$ cat src/hw/rtl/brle_pkg.sv
// Shared types, constants and a helper function of the run-length bitmap pixel decoder.
`timescale 1ns / 1ps
`default_nettype none
package brle_pkg;

  localparam int MAX_WIDTH  = 4096;
  localparam int MAX_HEIGHT = 4096;

  // Field widths of the channels.
  localparam int DATA_W    = 8;
  localparam int POS_W     = 12;
  localparam int LEN_W     = 8;
  localparam int DIM_W     = 13;
  localparam int CFG_IDX_W = 2;

  // Column counter saturates at its all-ones value.
  localparam int X_W = 13;
  localparam logic [X_W-1:0] X_LIMIT = '1;

  // Effective register limits: the smaller of the build limit and the field range.
  localparam int WIDTH_CAP  = (MAX_WIDTH < 4096) ? MAX_WIDTH : 4096;
  localparam int HEIGHT_CAP = (MAX_HEIGHT < 4096) ? MAX_HEIGHT : 4096;
  localparam logic [DIM_W-1:0] WIDTH_CAP_V  = DIM_W'(WIDTH_CAP);
  localparam logic [DIM_W-1:0] HEIGHT_CAP_V = DIM_W'(HEIGHT_CAP);

  // Escape codes that follow a zero count byte.
  localparam logic [DATA_W-1:0] ESC_EOL   = 8'd0;
  localparam logic [DATA_W-1:0] ESC_EOI   = 8'd1;
  localparam logic [DATA_W-1:0] ESC_DELTA = 8'd2;

  localparam logic [3:0] NIBBLE_MASK = 4'hF;

  typedef enum logic [CFG_IDX_W-1:0] {
    REG_WIDTH  = 2'd0,
    REG_HEIGHT = 2'd1,
    REG_MODE   = 2'd2
  } cfg_reg_t;

  typedef enum logic [2:0] {
    PH_COUNT  = 3'd0,
    PH_COLOR  = 3'd1,
    PH_ESCAPE = 3'd2,
    PH_DX     = 3'd3,
    PH_DY     = 3'd4,
    PH_ABS    = 3'd5,
    PH_PAD    = 3'd6
  } phase_t;

  typedef struct packed {
    logic              kind;
    logic [POS_W-1:0]  pos_x;
    logic [POS_W-1:0]  pos_y;
    logic [LEN_W-1:0]  span_len;
    logic [DATA_W-1:0] color_first;
    logic [DATA_W-1:0] color_second;
  } result_t;

  // A dimension of zero acts as one; values above the cap act as the cap.
  function automatic logic [DIM_W-1:0] eff_dim(input logic [DIM_W-1:0] v,
                                               input logic [DIM_W-1:0] cap);
    logic [DIM_W-1:0] r;
    r = v;
    if (r == '0) r = DIM_W'(1);
    if (r > cap) r = cap;
    return r;
  endfunction

endpackage
`default_nettype wire

$ cat src/hw/rtl/brle_in_if.sv
// Input channel of the decoder: one compressed byte per word.
`timescale 1ns / 1ps
`default_nettype none
interface brle_in_if;
  import brle_pkg::*;
  logic              valid;
  logic              ready;
  logic [DATA_W-1:0] data_byte;
  logic              image_start;

  modport source (output valid, output data_byte, output image_start, input ready);
  modport sink   (input valid, input data_byte, input image_start, output ready);
endinterface
`default_nettype wire

$ cat src/hw/rtl/brle_out_if.sv
// Result channel of the decoder: one pixel span or finished mark per word.
`timescale 1ns / 1ps
`default_nettype none
interface brle_out_if;
  import brle_pkg::*;
  logic              valid;
  logic              ready;
  logic              kind;
  logic [POS_W-1:0]  pos_x;
  logic [POS_W-1:0]  pos_y;
  logic [LEN_W-1:0]  span_len;
  logic [DATA_W-1:0] color_first;
  logic [DATA_W-1:0] color_second;

  modport source (output valid, output kind, output pos_x, output pos_y, output span_len,
                  output color_first, output color_second, input ready);
  modport sink   (input valid, input kind, input pos_x, input pos_y, input span_len,
                  input color_first, input color_second, output ready);
endinterface
`default_nettype wire

$ cat src/hw/rtl/brle_cfg_if.sv
// Configuration write channel of the decoder: register index and write data.
`timescale 1ns / 1ps
`default_nettype none
interface brle_cfg_if;
  import brle_pkg::*;
  logic                 valid;
  logic                 ready;
  logic [CFG_IDX_W-1:0] index;
  logic [DIM_W-1:0]     data;

  modport source (output valid, output index, output data, input ready);
  modport sink   (input valid, input index, input data, output ready);
endinterface
`default_nettype wire

$ cat src/hw/rtl/bmp_rle_pixel_decoder.sv
// Top level of the run-length bitmap pixel decoder (8-bit and 4-bit modes).
// A byte accepted into the input register is parsed into the result register when
// the parser advances, which can stall while an earlier result word is still waiting.
// Throughput: one byte per cycle while the result side does not hold a waiting word.
// Reset: synchronous, active low; clears control state, marks the image as
// finished so bytes are ignored until one arrives with image_start set.
`timescale 1ns / 1ps
`default_nettype none
module bmp_rle_pixel_decoder (
  input  wire          clk,
  input  wire          rst_n,
  brle_in_if.sink      in_bus,
  brle_out_if.source   out_bus,
  brle_cfg_if.sink     cfg_bus
);
  import brle_pkg::*;

  // Configuration registers.
  logic [DIM_W-1:0] width_r;
  logic [DIM_W-1:0] height_r;
  logic             mode_r;

  // Input register.
  logic              in_valid_r;
  logic [DATA_W-1:0] in_data_r;
  logic              in_start_r;

  // Parser state.
  phase_t            phase_r, phase_nxt;
  logic [X_W-1:0]    x_r, x_nxt;
  logic [POS_W-1:0]  y_r, y_nxt;
  logic [LEN_W-1:0]  pend_r, pend_nxt;
  logic [LEN_W-1:0]  abs_r, abs_nxt;
  logic              pad_r, pad_nxt;
  logic              done_r, done_nxt;

  // Result register.
  logic              out_valid_r;
  result_t           res_r;
  result_t           res_nxt;
  logic              res_valid;

  logic advance;
  logic four;
  logic [DATA_W-1:0] b;

  // State as seen by the current byte, after an image start.
  phase_t           e_phase;
  logic [X_W-1:0]   e_x;
  logic [POS_W-1:0] e_y;
  logic [LEN_W-1:0] e_pend;
  logic [LEN_W-1:0] e_abs;
  logic             e_pad;
  logic             e_done;
  logic [DIM_W-1:0] h_eff;
  logic [DIM_W-1:0] h_top;
  logic [DIM_W-1:0] w_eff;

  logic             fin;
  logic [LEN_W-1:0] abs_step;
  logic [LEN_W-1:0] abs_rem;
  logic [DATA_W:0]  b_inc;
  logic             abs_pad;

  logic             span_req;
  logic [LEN_W-1:0] span_n;
  logic [DATA_W-1:0] c1, c2;
  logic             span_ok;
  logic [DIM_W-1:0] avail;
  logic [LEN_W-1:0] span_len;

  function automatic logic [X_W-1:0] sat_add(input logic [X_W-1:0] x,
                                             input logic [LEN_W-1:0] n);
    logic [X_W:0] s;
    s = {1'b0, x} + {{(X_W+1-LEN_W){1'b0}}, n};
    return s[X_W] ? X_LIMIT : s[X_W-1:0];
  endfunction

  assign cfg_bus.ready = 1'b1;

  always_ff @(posedge clk) begin
    if (!rst_n) begin
      width_r  <= DIM_W'(1);
      height_r <= DIM_W'(1);
      mode_r   <= 1'b0;
    end else if (cfg_bus.valid) begin
      case (cfg_bus.index)
        REG_WIDTH:  width_r  <= cfg_bus.data;
        REG_HEIGHT: height_r <= cfg_bus.data;
        REG_MODE:   mode_r   <= cfg_bus.data[0];
        default:    ;
      endcase
    end
  end

  assign advance      = in_valid_r && (!out_valid_r || out_bus.ready);
  assign in_bus.ready = !in_valid_r || advance;

  always_ff @(posedge clk) begin
    if (!rst_n) begin
      in_valid_r <= 1'b0;
    end else if (in_bus.ready) begin
      in_valid_r <= in_bus.valid;
    end
  end

  always_ff @(posedge clk) begin
    if (in_bus.ready && in_bus.valid) begin
      in_data_r  <= in_bus.data_byte;
      in_start_r <= in_bus.image_start;
    end
  end

  assign four  = mode_r;
  assign b     = in_data_r;
  assign h_eff = eff_dim(height_r, HEIGHT_CAP_V);
  assign h_top = h_eff - DIM_W'(1);
  assign w_eff = eff_dim(width_r, WIDTH_CAP_V);

  assign e_phase = in_start_r ? PH_COUNT : phase_r;
  assign e_x     = in_start_r ? '0 : x_r;
  assign e_y     = in_start_r ? h_top[POS_W-1:0] : y_r;
  assign e_pend  = in_start_r ? '0 : pend_r;
  assign e_abs   = in_start_r ? '0 : abs_r;
  assign e_pad   = in_start_r ? 1'b0 : pad_r;
  assign e_done  = in_start_r ? 1'b0 : done_r;

  // End of image, end of line on the bottom row, or a delta below the bottom row.
  assign fin = !e_done &&
               (((e_phase == PH_ESCAPE) &&
                 (((b == ESC_EOL) && (e_y == '0)) || (b == ESC_EOI))) ||
                ((e_phase == PH_DY) && ({{(POS_W-DATA_W){1'b0}}, b} > e_y)));

  // Four-bit absolute runs take two pixels per byte, the last byte maybe one.
  assign abs_step = (four && (e_abs >= LEN_W'(2))) ? LEN_W'(2) : LEN_W'(1);
  assign abs_rem  = (e_abs > abs_step) ? (e_abs - abs_step) : '0;

  // Pad follows when the number of data bytes in the run is odd.
  assign b_inc   = {1'b0, b} + (DATA_W+1)'(1);
  assign abs_pad = four ? b_inc[1] : b[0];

  always_comb begin
    phase_nxt = e_phase;
    if (!e_done) begin
      if (fin) begin
        phase_nxt = PH_COUNT;
      end else begin
        case (e_phase)
          PH_COUNT:  phase_nxt = (b == '0) ? PH_ESCAPE : PH_COLOR;
          PH_COLOR:  phase_nxt = PH_COUNT;
          PH_ESCAPE: begin
            if (b == ESC_EOL)        phase_nxt = PH_COUNT;
            else if (b == ESC_DELTA) phase_nxt = PH_DX;
            else                     phase_nxt = PH_ABS;
          end
          PH_DX:     phase_nxt = PH_DY;
          PH_DY:     phase_nxt = PH_COUNT;
          PH_ABS: begin
            if (abs_rem == '0) phase_nxt = e_pad ? PH_PAD : PH_COUNT;
            else               phase_nxt = PH_ABS;
          end
          PH_PAD:    phase_nxt = PH_COUNT;
          default:   phase_nxt = PH_COUNT;
        endcase
      end
    end
  end

  always_comb begin
    x_nxt    = e_x;
    y_nxt    = e_y;
    pend_nxt = e_pend;
    abs_nxt  = e_abs;
    pad_nxt  = e_pad;
    done_nxt = e_done;
    span_req = 1'b0;
    span_n   = e_pend;
    c1       = four ? {4'b0, b[7:4]} : b;
    c2       = four ? {4'b0, b[3:0] & NIBBLE_MASK} : b;
    if (!e_done) begin
      if (fin) done_nxt = 1'b1;
      case (e_phase)
        PH_COUNT: begin
          if (b != '0) pend_nxt = b;
        end
        PH_COLOR: begin
          span_req = 1'b1;
          span_n   = e_pend;
          x_nxt    = sat_add(e_x, e_pend);
        end
        PH_ESCAPE: begin
          if (b == ESC_EOL) begin
            x_nxt = '0;
            if (e_y != '0) y_nxt = e_y - POS_W'(1);
          end else if (b > ESC_DELTA) begin
            abs_nxt = b;
            pad_nxt = abs_pad;
          end
        end
        PH_DX: begin
          x_nxt = sat_add(e_x, b);
        end
        PH_DY: begin
          if (!fin) y_nxt = e_y - {{(POS_W-DATA_W){1'b0}}, b};
        end
        PH_ABS: begin
          span_req = 1'b1;
          span_n   = abs_step;
          x_nxt    = sat_add(e_x, abs_step);
          abs_nxt  = abs_rem;
        end
        PH_PAD:  ;
        default: ;
      endcase
    end
  end

  // Clip the span at the image width.
  assign avail    = w_eff - e_x;
  assign span_len = ({{(DIM_W-LEN_W){1'b0}}, span_n} < avail) ? span_n : avail[LEN_W-1:0];
  assign span_ok  = (e_x < w_eff) && (span_len != '0);

  assign res_valid = fin || (span_req && span_ok);

  always_comb begin
    if (fin) begin
      res_nxt      = '0;
      res_nxt.kind = 1'b1;
    end else begin
      res_nxt.kind         = 1'b0;
      res_nxt.pos_x        = e_x[POS_W-1:0];
      res_nxt.pos_y        = e_y;
      res_nxt.span_len     = span_len;
      res_nxt.color_first  = c1;
      res_nxt.color_second = c2;
    end
  end

  always_ff @(posedge clk) begin
    if (!rst_n) begin
      phase_r     <= PH_COUNT;
      x_r         <= '0;
      y_r         <= '0;
      pend_r      <= '0;
      abs_r       <= '0;
      pad_r       <= 1'b0;
      done_r      <= 1'b1;
      out_valid_r <= 1'b0;
    end else begin
      if (advance) begin
        phase_r     <= phase_nxt;
        x_r         <= x_nxt;
        y_r         <= y_nxt;
        pend_r      <= pend_nxt;
        abs_r       <= abs_nxt;
        pad_r       <= pad_nxt;
        done_r      <= done_nxt;
        out_valid_r <= res_valid;
      end else if (out_bus.ready) begin
        out_valid_r <= 1'b0;
      end
    end
  end

  always_ff @(posedge clk) begin
    if (advance && res_valid) res_r <= res_nxt;
  end

  assign out_bus.valid        = out_valid_r;
  assign out_bus.kind         = res_r.kind;
  assign out_bus.pos_x        = res_r.pos_x;
  assign out_bus.pos_y        = res_r.pos_y;
  assign out_bus.span_len     = res_r.span_len;
  assign out_bus.color_first  = res_r.color_first;
  assign out_bus.color_second = res_r.color_second;

  // An absolute run in progress always has pixels left.
  a_abs_left: assert property (@(posedge clk) disable iff (!rst_n)
    (phase_r == PH_ABS) |-> (abs_r != '0))
    else $error("absolute run phase with no pixels left");

  // A finishing byte leaves the parser idle.
  a_fin_done: assert property (@(posedge clk) disable iff (!rst_n)
    (advance && fin) |=> (done_r && (phase_r == PH_COUNT)))
    else $error("finish did not mark the image done");

  // An idle parser gives no word for a byte without image start.
  a_idle_quiet: assert property (@(posedge clk) disable iff (!rst_n)
    (advance && done_r && !in_start_r) |=> !out_valid_r)
    else $error("result produced while idle");

  // Every span word carries at least one pixel.
  a_span_nonempty: assert property (@(posedge clk) disable iff (!rst_n)
    (out_valid_r && !res_r.kind) |-> (res_r.span_len != '0))
    else $error("empty span delivered");

endmodule
`default_nettype wire

$ cat src/flat_wrapper.sv
// flat-port wrapper written by rule: the top's interface ports become plain ports
module bmp_rle_pixel_decoder_flat import brle_pkg::*;
  (clk, rst_n, in_bus_valid, in_bus_data_byte, in_bus_image_start, in_bus_ready, out_bus_valid, out_bus_kind, out_bus_pos_x, out_bus_pos_y, out_bus_span_len, out_bus_color_first, out_bus_color_second, out_bus_ready, cfg_bus_valid, cfg_bus_index, cfg_bus_data, cfg_bus_ready);
  brle_in_if in_bus_i ();
  brle_out_if out_bus_i ();
  brle_cfg_if cfg_bus_i ();
  input  wire clk;
  input  wire rst_n;
  input wire logic [$bits(in_bus_i.valid)-1:0] in_bus_valid;
  input wire logic [$bits(in_bus_i.data_byte)-1:0] in_bus_data_byte;
  input wire logic [$bits(in_bus_i.image_start)-1:0] in_bus_image_start;
  output wire logic [$bits(in_bus_i.ready)-1:0] in_bus_ready;
  output wire logic [$bits(out_bus_i.valid)-1:0] out_bus_valid;
  output wire logic [$bits(out_bus_i.kind)-1:0] out_bus_kind;
  output wire logic [$bits(out_bus_i.pos_x)-1:0] out_bus_pos_x;
  output wire logic [$bits(out_bus_i.pos_y)-1:0] out_bus_pos_y;
  output wire logic [$bits(out_bus_i.span_len)-1:0] out_bus_span_len;
  output wire logic [$bits(out_bus_i.color_first)-1:0] out_bus_color_first;
  output wire logic [$bits(out_bus_i.color_second)-1:0] out_bus_color_second;
  input wire logic [$bits(out_bus_i.ready)-1:0] out_bus_ready;
  input wire logic [$bits(cfg_bus_i.valid)-1:0] cfg_bus_valid;
  input wire logic [$bits(cfg_bus_i.index)-1:0] cfg_bus_index;
  input wire logic [$bits(cfg_bus_i.data)-1:0] cfg_bus_data;
  output wire logic [$bits(cfg_bus_i.ready)-1:0] cfg_bus_ready;
  assign in_bus_i.valid = in_bus_valid;
  assign in_bus_i.data_byte = in_bus_data_byte;
  assign in_bus_i.image_start = in_bus_image_start;
  assign in_bus_ready = in_bus_i.ready;
  assign out_bus_valid = out_bus_i.valid;
  assign out_bus_kind = out_bus_i.kind;
  assign out_bus_pos_x = out_bus_i.pos_x;
  assign out_bus_pos_y = out_bus_i.pos_y;
  assign out_bus_span_len = out_bus_i.span_len;
  assign out_bus_color_first = out_bus_i.color_first;
  assign out_bus_color_second = out_bus_i.color_second;
  assign out_bus_i.ready = out_bus_ready;
  assign cfg_bus_i.valid = cfg_bus_valid;
  assign cfg_bus_i.index = cfg_bus_index;
  assign cfg_bus_i.data = cfg_bus_data;
  assign cfg_bus_ready = cfg_bus_i.ready;
  bmp_rle_pixel_decoder u_core (.clk(clk), .rst_n(rst_n), .in_bus(in_bus_i), .out_bus(out_bus_i), .cfg_bus(cfg_bus_i));
endmodule
$ cat config.mk
export PLATFORM = sky130hd
export DESIGN_NAME = bmp_rle_pixel_decoder_flat
export DESIGN_NICKNAME = d
export VERILOG_FILES = /design/src/hw/rtl/brle_pkg.sv /design/src/hw/rtl/brle_in_if.sv /design/src/hw/rtl/brle_out_if.sv /design/src/hw/rtl/brle_cfg_if.sv /design/src/hw/rtl/bmp_rle_pixel_decoder.sv /design/src/flat_wrapper.sv
export SDC_FILE = /design/constraint.sdc
export NUM_CORES = 1
export LEC_CHECK = 0
export BUFFER_PORTS_ARGS = -buffer_cell sky130_fd_sc_hd__buf_2
export CAP_MARGIN = 20
export CORE_MARGIN = 2
export CORE_UTILIZATION = 30
export DETAILED_ROUTE_END_ITERATION = 10
export HOLD_SLACK_MARGIN = 0.1
export PLACE_DENSITY_LB_ADDON = 0.12
export SLEW_MARGIN = 0
export SYNTH_ARGS = -nofsm -noshare
export SYNTH_HDL_FRONTEND = slang
export SYNTH_SLANG_ARGS = --single-unit
$ cat constraint.sdc
create_clock -name clk -period 17.23 [get_ports clk]
set_input_delay 0 -clock clk [delete_from_list [all_inputs] [get_ports clk]]
set_output_delay 0 -clock clk [all_outputs]
set_load 0.02 [all_outputs]
# [Word level (Yosys, flattened, before mapping)]
# Cells that the tools add are included.
[op_classes] n_eq_ne=9 mux=56 n_lt_le_gt_ge=8 addsub=9 n_reduce_logical=34
[ops] operator="$mux W13" n=9
[ops] operator="$mux W8" n=14
[ops] operator="$mux W12" n=6
[ops] operator="$pmux W13 S4" n=1
[ops] operator="$mux W49" n=1
[ops] operator="$add A13 B8 Y14" n=3
[ops] operator="$gt A13 B13 Y1 const B" n=2
[ops] operator="$logic_not A13 Y1" n=2
[ops] operator="$pmux W12 S2" n=1
[ops] operator="$sub A12 B1 Y12 const B" n=2
[ops] operator="$mux W3" n=7
[ops] operator="$logic_not A8 Y1" n=2
[ops] operator="$pmux W8 S2" n=1
[ops] operator="$reduce_bool A8 Y1" n=2
[ops] operator="$lt A13 B13 Y1" n=1
[ops] operator="$lt A8 B13 Y1" n=1
[ops] operator="$mux W1" n=13
[ops] operator="$sub A13 B13 Y13" n=1
[ops] operator="$gt A8 B12 Y1" n=1
[ops] operator="$logic_not A12 Y1" n=1
[ops] operator="$pmux W3 S4" n=1
[ops] operator="$reduce_bool A12 Y1" n=1
[ops] operator="$sub A12 B8 Y12" n=1
[ops] operator="$logic_and A1 B1 Y1" n=10
[ops] operator="20 further kinds" n=32
[word_totals] wordCells=137 reg_bits=129 out_inout_bits=52 in_bits=29

# [Logic depth before layout (Yosys ltp)]
# Gate-level depths: netlist (run 1).
[logic_depth] word_depth=15 depth_mapped=24 ltp_nobuf=21

# [Worst setup path before layout (run 1)]
# Ideal clock, no wire load.
[synth_timing] kind="register -> register" from="reg u_core.in_start_r" to="reg u_core.res_r (netlist bit u_core.out_bus.color_first[0]), enable pin" slack_ns=9.346 synth_period_minus_slack_ns=7.884 t_arrival_ns=7.421 required_ns=16.768 path_stages_with_launch=24 n_path_buf=7 setup_time_ns=0.462 cell_sequence="edfxtp_1 > clkbuf_1 > clkbuf_1 > clkbuf_1 > buf_1 > buf_1 > clkbuf_1 > nor2b_1 > ha_1 > fa_1 > inv_1 > a21oi_1 > nor2b_1 > nor2_1 > xnor2_1 > inv_1 > ha_1 > nand4_1 > a211oi_1 > o22ai_1 > nor4b_1 > clkbuf_1 > mux2_1 > a21oi_1"
[synth_between] word_cells_on_any_way=36 cone_classes="add/sub: 1; order compare: 4; eq/ne: 4; mux: 12; reduce/logical: 15"
[synth_rtl] element="start, declared" line="bmp_rle_pixel_decoder.sv:26" text="logic in_start_r;"
[synth_rtl] element="start signal, assigned" line="bmp_rle_pixel_decoder.sv:110" text="in_start_r <= in_bus.image_start;"
[synth_rtl] element="$mux W13 *" line="bmp_rle_pixel_decoder.sv:121" text="assign e_x = in_start_r ? '0 : x_r;"
[synth_rtl] element="named net u_core.e_x[0]" line="bmp_rle_pixel_decoder.sv:49" text="logic [X_W-1:0] e_x;"
[synth_rtl] element="$sub A13 B13 Y13" line="bmp_rle_pixel_decoder.sv:219" text="assign avail = w_eff - e_x;"
[synth_rtl] element="$lt A8 B13 Y1" line="bmp_rle_pixel_decoder.sv:220" text="assign span_len = ({{(DIM_W-LEN_W){1'b0}}, span_n} < avail) ? span_n : avail[LEN_W-1:0];"
[synth_rtl] element="$mux W8" line="bmp_rle_pixel_decoder.sv:220"
[synth_rtl] element="$reduce_bool A8 Y1" line="bmp_rle_pixel_decoder.sv:221" text="assign span_ok = (e_x < w_eff) && (span_len != '0);"
[synth_rtl] element="$logic_and A1 B1 Y1 *" line="bmp_rle_pixel_decoder.sv:221"
[synth_rtl] element="$logic_and A1 B1 Y1 *" line="bmp_rle_pixel_decoder.sv:223" text="assign res_valid = fin || (span_req && span_ok);"
[synth_rtl] element="$logic_or A1 B1 Y1 *" line="bmp_rle_pixel_decoder.sv:223"
[synth_rtl] element="$logic_and A1 B1 Y1 *" line="bmp_rle_pixel_decoder.sv:266" text="if (advance && res_valid) res_r <= res_nxt;"
[synth_rtl] element="end signal, assigned" line="bmp_rle_pixel_decoder.sv:266"
[synth_rtl] element="end, declared" line="bmp_rle_pixel_decoder.sv:39" text="result_t res_r;"
# The timed path passes the listed nets; every way through them passes the cells marked *.
# A chain may end at the register's enable or synchronous reset.

# [Worst setup path after layout (run 1)]
[layout_timing] from="reg u_core.height_r[6]" to="reg u_core.y_r[3]"
[layout_between] elab_chain_len=15 word_cells_on_any_way=22 cone_classes="add/sub: 3; order compare: 2; mux: 8; reduce/logical: 9"
[layout_lines] element="start, declared" line="bmp_rle_pixel_decoder.sv:20" text="logic [DIM_W-1:0] height_r;"
[layout_lines] element="start signal, assigned" line="bmp_rle_pixel_decoder.sv:89" text="REG_HEIGHT: height_r <= cfg_bus.data;"
[layout_lines] element="$logic_not A13 Y1" line="brle_pkg.sv:63" text="if (r == '0) r = DIM_W'(1);"
[layout_lines] element="$mux W13 *" line="brle_pkg.sv:63"
[layout_lines] element="$gt A13 B13 Y1" line="brle_pkg.sv:64" text="if (r > cap) r = cap;"
[layout_lines] element="$mux W12 *" line="brle_pkg.sv:64"
[layout_lines] element="$sub A12 B1 Y12 *" line="bmp_rle_pixel_decoder.sv:117" text="assign h_top = h_eff - DIM_W'(1);"
[layout_lines] element="$mux W12 *" line="bmp_rle_pixel_decoder.sv:122" text="assign e_y = in_start_r ? h_top[POS_W-1:0] : y_r;"
[layout_lines] element="named net u_core.e_y[4]" line="bmp_rle_pixel_decoder.sv:50" text="logic [POS_W-1:0] e_y;"
[layout_lines] element="branches (longest 7 deep; another with $gt A8 B12 Y1)"
[layout_lines] element="$pmux W12 S2 *" line="bmp_rle_pixel_decoder.sv:182" text="case (e_phase)"
[layout_lines] element="$mux W12 *" line="bmp_rle_pixel_decoder.sv:180" text="if (!e_done) begin"
[layout_lines] element="end signal, assigned" line="bmp_rle_pixel_decoder.sv:253" text="y_r <= y_nxt;"
[layout_lines] element="end, declared" line="bmp_rle_pixel_decoder.sv:31" text="logic [POS_W-1:0] y_r, y_nxt;"
# Mark *: on every way through the listed nets, which the timed path passes.

==> impl_metrics.json, run 1 <==
{
  "outcome": "finished clean",
  "die_w_um": 183.8,
  "drt_iter0_drc": 761,
  "whs_path_depth": 5,
  "grt_antenna_before_repair": 0,
  "r2r-start": "u_core.height_r[6]",
  "wl_um": 34640,
  "reg2reg_depth": 21,
  "crit_type": "reg2reg",
  "area_delta_synth_final_pct": 18.48,
  "leakagePower_nw": 4.421,
  "critPathMaxFanout": 33,
  "synth_seq_cells": 129,
  "period_needed_ns": 6.285,
  "setup_violations": 0,
  "nNetsFinal": 1386,
  "detail_route.wl_per_cell_um": 20.22,
  "io_buffers": 79,
  "synth.cell_area_um2": 9698,
  "finalCritPeriodShare_pct": 36.47,
  "cts_tree": "yes",
  "tns_ns": 0,
  "cts_resized": 0,
  "rsz0062_at_grt": "no",
  "cts_setup_buffers": 0,
  "synthAdderAreaFrac_pct": 8.076,
  "synth_compound_area_share_pct": 23.26,
  "cts_root_buf": "clkbuf_16",
  "ant_nets": 0,
  "hold-path-endpoint": "u_core.width_r[10]",
  "internal_power_mw": 0.6485,
  "drive_gt1_share_pct": 12.28,
  "yosys.area.top_type": "edfxtp_1",
  "worst_slack_ns": 10.95,
  "dp_hpwl_um": 24600,
  "io_pins": 81,
  "muxShareOfSynthArea_pct": 2.774,
  "regToRegEndpoint": "u_core.y_r[3]",
  "clk_pin_slew_ns": 0.06,
  "final_cell_mix": "nand2_1 (139), nor2_1 (123), a21oi_1 (106)",
  "ff2ff_setup_slack_ns": 10.95,
  "gr-total-overflow": 0,
  "layout_commonest_cell": "nand2_1",
  "power_frac_comb_pct": 16.3,
  "synth_ff_type": "dfxtp_1",
  "critPathSlowestCell": "or4_4",
  "power_frac_seq_pct": 37.1,
  "syn_avg_cell_area_um2": 7.975,
  "critPathCaptureType": "register",
  "grt_start_max_net_pins": 56,
  "synth_top_family_by_area": "simple AND/OR/NAND/NOR gates",
  "track_usage_pct": 20.64,
  "hold_viol": 0,
  "power.density_nw_per_um2": 79.38,
  "synth_edf_count": 54,
  "core_region_area_um2": 31720,
  "start_util_pct": 30.58,
  "vias_per_cell": 5.465,
  "synthXorXnorAreaFrac_pct": 2.709,
  "synth_fp_nets": 1304,
  "hold_class": "in2reg",
  "vdd_drop_max_mv": 0.07202,
  "numClockSinks": 129,
  "fin_hold_ws_ns": 0.1522,
  "dieHeight_um": 183.8,
  "yosysWarnings": 0,
  "synth_cell_type_count": 87,
  "h-tree-depth": 4,
  "clk_path_buf_depth": 2,
  "path_cells": "or4_4 -> nor3_1 -> o21bai_1 -> ha_1 -> nor4b_1 -> a311o_1 -> mux2i_1 -> inv_1 -> ha_1 -> o21ai_0 -> a21o_1 -> a21oi_1 -> o21ai_0 -> or2_1 -> a21boi_2 -> nand2_2 -> inv_2 -> buf_4 -> mux2_1 -> a221oi_1 -> a21oi_1",
  "insertion_delay_ns": 0.46,
  "maxCapViolations": 0,
  "grt_pass1_wl_um": 53120,
  "required_ns": 17.56,
  "synth_top_cell_area_share_pct": 16.72,
  "startpoint_type": "register",
  "synthArstFlopShare_pct": 0,
  "clkPwrFrac_pct": 46.5,
  "switching_power_mw": 0.2636,
  "hold_start": "cfg_bus_valid",
  "place_congestion": 0.8652,
  "drc": 0,
  "max_stage_delay_ns": 0.61,
  "slew_violations": 0,
  "num_vias": 9362,
  "max_freq_ghz": 0.1591,
  "grt_pass1_vias": 8892,
  "synth.area.top_cells": "edfxtp_1 (17%), dfxtp_1 (15%), ha_1 (6.8%), a21oi_1 (5.5%), nand2_1 (5.4%)",
  "crit_arrival_ns": 6.62,
  "relSlewSlack_pct": 30.01,
  "cts_made_buffers": 17,
  "worst_pin_slew_ns": 1.044,
  "rows": 65,
  "netlist_instances": 1216,
  "synth-simple-area-share_pct": 25.84,
  "clock_skew_ns": 0.01771,
  "firstDrtPassIters": 5,
  "antenna-diode-count": 0,
  "dieArea_um2": 33780,
  "switching_share_pct": 28.90,
  "seq_area_frac_synth_pct": 32.20,
  "pre_cts_ws_ns": 11.08,
  "p_total_mw": 0.9121
}
[registers in the layout, indices dropped and copies added (netlist names), 3 cells and up]
register                     cells
u_core.y_r                      12
u_core.pend_r                    8
u_core.x_r                      13
u_core.out_bus.color_first       4
u_core.width_r                  13
u_core.b                         8
u_core.out_bus.pos_y            12
u_core.out_bus.color_second      8
u_core.out_bus.span_len          8
u_core.out_bus.pos_x            12
u_core.phase_r                   3
u_core.height_r                 13
u_core.abs_r                     8
[repair_timing]
item	CTS	global route
hold endpoints to repair	53	0
hold buffers	36	0
setup endpoints to repair	0	0
[per-stage QoR]
stage / area, um^2 / utilization (%) / cells
after floorplan: 9698 / - / 1216
after global placement: 10450 / 32.95 / 1644
after detailed placement: 10450 / 32.95 / 1644
after CTS: 11470 / 36.16 / 1712
after global routing: 11490 / 36.22 / 1713
final: 11490 / 36.22 / 1713
[routing by layer]
layer  vias to the layer above  wire, um  track usage (%)
li1                       4595         -                -
met1                      4469     17230            29.77
met2                       267     15150            31.74
met3                        31      1839            3.803
met4                         0       421            4.928
met5                         -         0                0
[synthesized netlist by cell type (all sizes together), types with 18 or more instances]
cell,instances
a21oi,107
a22oi,19
buf,18
clkbuf,48
dfxtp,75
edfxtp,54
ha,53
inv,57
mux2i,19
nand2,140
nand2b,18
nand3,27
nor2,123
nor2b,46
nor3,38
o21ai,93
xnor2,23
[power groups by stage]
stage                     Sequential [mW]  Combinational [mW]  Clock, mW
final                               0.338               0.149      0.425
after global routing                0.339               0.164      0.441
after CTS                           0.338               0.147      0.431
after detailed placement            0.345               0.140          0
after global placement              0.345               0.141          0
after floorplan                     0.337               0.102          0
[cells by family (layout without fill, tap and decap cells)]
kind of cell             after synthesis  count (layout)
AO/OA/AOI/OAI                        351             351
flip-flops                           129             129
buffers and inverters                123             218
multiplexers                          26              26
adder cells (fa/ha/maj)               59              59
XOR/XNOR                              30              30
AND/OR/NAND/NOR                      497             497
other                                  1               1
[cell type report]
| cell class | instances | area (um^2) |
|---|---|---|
| Fill cell | 3330 | 20230 |
| Clock buffer | 20 | 456.7 |
| Sequential cell | 129 | 3123 |
| Clock inverter | 12 | 202.7 |
| Multi-Input combinational cell | 964 | 6115 |
| Tap cell | 402 | 503.0 |
| Inverter | 57 | 216.5 |
| Timing Repair Buffer | 129 | 873.3 |
[critical path, delay by kind of cell, from the launching register on]
family	cells	cell delay, ns
compound gates	9	1.84
fa+ha+maj	2	0.68
buf+inv	3	1.11
flops	1	0.38
mux	2	0.74
simple gates	5	1.38
[how the worst max path moves through the flow]
stage,end,start,cells past startpoint
global route,u_core.y_r[3],u_core.height_r[6],21
finish,u_core.y_r[3],u_core.height_r[6],21
detailed placement,u_core.y_r[3],u_core.height_r[6],21
global placement,u_core.out_bus.pos_x[10],u_core.in_start_r,20
floorplan,u_core.out_bus.color_first[0],u_core.in_start_r,23
CTS,u_core.y_r[3],u_core.height_r[6],21
Power figures use the tool's default switching activity.
==> inputs of run 2 (changes only) <==
- clock period: 17.23 -> 5.8 ns (I/O delays scaled with it)
==> run 2 against run 1 <==
Effect of this change:
- clock power rose to 2.5 times the previous value
- register-to-register slack worse by 11 ns
- clock skew down 0.0039 ns
- total power rose to 2.8 times the previous value
- non-clock buffer count up 13
- flip-flop and latch count unchanged
- sequential power rose to 3.0 times the previous value
- sequential share of layout area down 0.077 points
- routed wire length down 1.7%
- worst setup slack worse by 11 ns
- highest routed layer unchanged
- fmax up 17%
==> impl_metrics.json, run 2 (synthesis gave the netlist of run 1 again) <==
{
  "insertion_delay_ns": 0.44,
  "cp-startpoint": "u_core.height_r[2]",
  "clock_skew_ns": 0.01384,
  "power.density_nw_per_um2": 219.7,
  "finalCritPeriodShare_pct": 92.93,
  "worst_pin_slew_ns": 1.021,
  "dieArea_um2": 33780,
  "regToRegEndpoint": "u_core.y_r[3]",
  "cts_setup_buffers": 0,
  "required_ns": 6.11,
  "crit_type": "reg2reg",
  "cts_tree": "yes",
  "setup_violations": 0,
  "relSlewSlack_pct": 31.65,
  "r2r-start": "u_core.height_r[2]",
  "p_total_mw": 2.532,
  "firstDrtPassIters": 5,
  "area_delta_synth_final_pct": 18.81,
  "period_needed_ns": 5.390,
  "rows": 65,
  "max_freq_ghz": 0.1855,
  "dp_hpwl_um": 24920,
  "met3_usage_pct": 3.051,
  "grt_antenna_before_repair": 0,
  "io_buffers": 79,
  "worst_slack_ns": 0.4098,
  "h-tree-depth": 4,
  "startpoint_type": "register",
  "n_fill_cell": 3390,
  "rsz0062_at_grt": "no",
  "leakagePower_nw": 4.451,
  "place_congestion": 0.9233,
  "maxCapViolations": 0,
  "endpoint": "u_core.y_r[3]",
  "clk_pin_slew_ns": 0.06,
  "largestRegisters": "u_core.height_r: 13 flops, u_core.width_r: 13 flops, u_core.x_r: 13 flops",
  "multi_input_area_um2": 6115,
  "numClockSinks": 129,
  "num_vias": 9449,
  "hold_class": "in2reg",
  "start_util_pct": 30.58,
  "layout_commonest_cell": "nand2_1",
  "vdd_drop_max_mv": 0.1973,
  "nNetsFinal": 1399,
  "wl_um": 34060,
  "core_region_area_um2": 31720,
  "critPathMaxFanout": 16,
  "antenna-diode-count": 0,
  "critPathCaptureType": "register",
  "drt_iter0_drc": 648,
  "grt_pass1_vias": 9062,
  "use_met1_pct": 29.78,
  "drive_gt1_share_pct": 12.84,
  "pre_cts_ws_ns": 0.2804,
  "cts_made_buffers": 17,
  "tns_ns": 0,
  "crit_arrival_ns": 5.70,
  "track_usage_pct": 20.68,
  "drc": 0,
  "grt_pass1_wl_um": 53780,
  "ff2ff_setup_slack_ns": 0.41,
  "gr-total-overflow": 0,
  "outcome": "finished clean",
  "die_w_um": 183.8,
  "dieHeight_um": 183.8,
  "use_met2_pct": 31.67,
  "slew_violations": 0,
  "clk_path_buf_depth": 2,
  "ant_nets": 0,
  "final_cell_mix": "nand2_1 (139), nor2_1 (123), a21oi_1 (106)",
  "reg2reg_depth": 20,
  "hold_viol": 0,
  "vias_per_cell": 5.475,
  "io_pins": 81,
  "cts_root_buf": "clkbuf_16",
  "detail_route.wl_per_cell_um": 19.74,
  "top_usage_layer": "met2",
  "utilization_pct": 36.33,
  "register_area_um2": 3123,
  "grt_start_max_net_pins": 56
}
==> run 2: cell count changes in the layout (fill, tap and decap cells not counted), sizes merged <==
cell / change
clkinv: +7
clkinvlp: -1
clkbuf: +1
bufinv: -3
inv: -4
buf: +13
==> run 2: stage by stage <==
step           hold WS [ns]  cells  area [um^2]
2_1_floorplan       0.09887   1216         9717
3_3_place_gp         0.1814   1657        10560
3_5_place_dp         0.1781   1657        10560
4_1_cts              0.2637   1725        11490
5_1_grt              0.2701   1726        11520
6_report             0.2711   1726        11520
==> run 2: timing repair <==
item,in CTS,in global routing
hold buffers,36,0
resized for setup,0,4
hold endpoints to repair,39,0
setup endpoints to repair,0,41
==> run 2: worst min-delay path by stage <==
| stage | slack [ns] | cells after the start | from | endpoint |
|---|---|---|---|---|
| finish | 0.27 | 2 | in_bus_data_byte[6] | u_core.b[6] |
| global route | 0.27 | 2 | in_bus_data_byte[5] | u_core.b[5] |
| CTS | 0.26 | 2 | in_bus_data_byte[3] | u_core.b[3] |
| detailed placement | 0.18 | 1 | in_bus_data_byte[4] | u_core.b[4] |
| global placement | 0.18 | 1 | in_bus_data_byte[7] | u_core.b[7] |
| floorplan | 0.1 | 0 | in_bus_data_byte[0] | u_core.b[0] |
==> run 2: report_power, final <==
part / internal (mW) / leakage (nW) / switching (mW) / total [mW]
Combinational: 0.180 / 3.08 / 0.272 / 0.452
Clock: 0.649 / 0.273 / 0.427 / 1.08
Sequential: 0.968 / 1.10 / 0.0361 / 1.00
==> run 2: routing by layer <==
metal | vias to the layer above | share of wire (%)
li1 | 4617 | -
met1 | 4544 | 50
met2 | 245 | 44
met3 | 43 | 4.3
met4 | 0 | 1.9
met5 | - | 0
==> run 2: worst max-delay path, stage by stage (launching register included) <==
cell	delay, ns
dfxtp_1	0.41
or4_4	0.62
nor3_1	0.24
o21bai_1	0.10
ha_1	0.31
nor4b_1	0.20
a311o_1	0.38
mux2i_1	0.21
inv_1	0.15
ha_1	0.35
o21ai_0	0.13
a21o_1	0.19
a21oi_1	0.18
o21ai_0	0.14
or2_1	0.25
a21boi_2	0.18
nand2_2	0.18
clkinv_2	0.29
mux2_1	0.40
a221oi_1	0.24
a21oi_1	0.10
==> run 2: final cells by class <==
type / count / area share (%)
Multi-Input combinational cell: 964 / 53.07
Clock inverter: 11 / 0.9773
Clock buffer: 21 / 3.996
Timing Repair Buffer: 142 / 8.600
Inverter: 57 / 1.889
Tap cell: 402 / 4.365
Sequential cell: 129 / 27.10
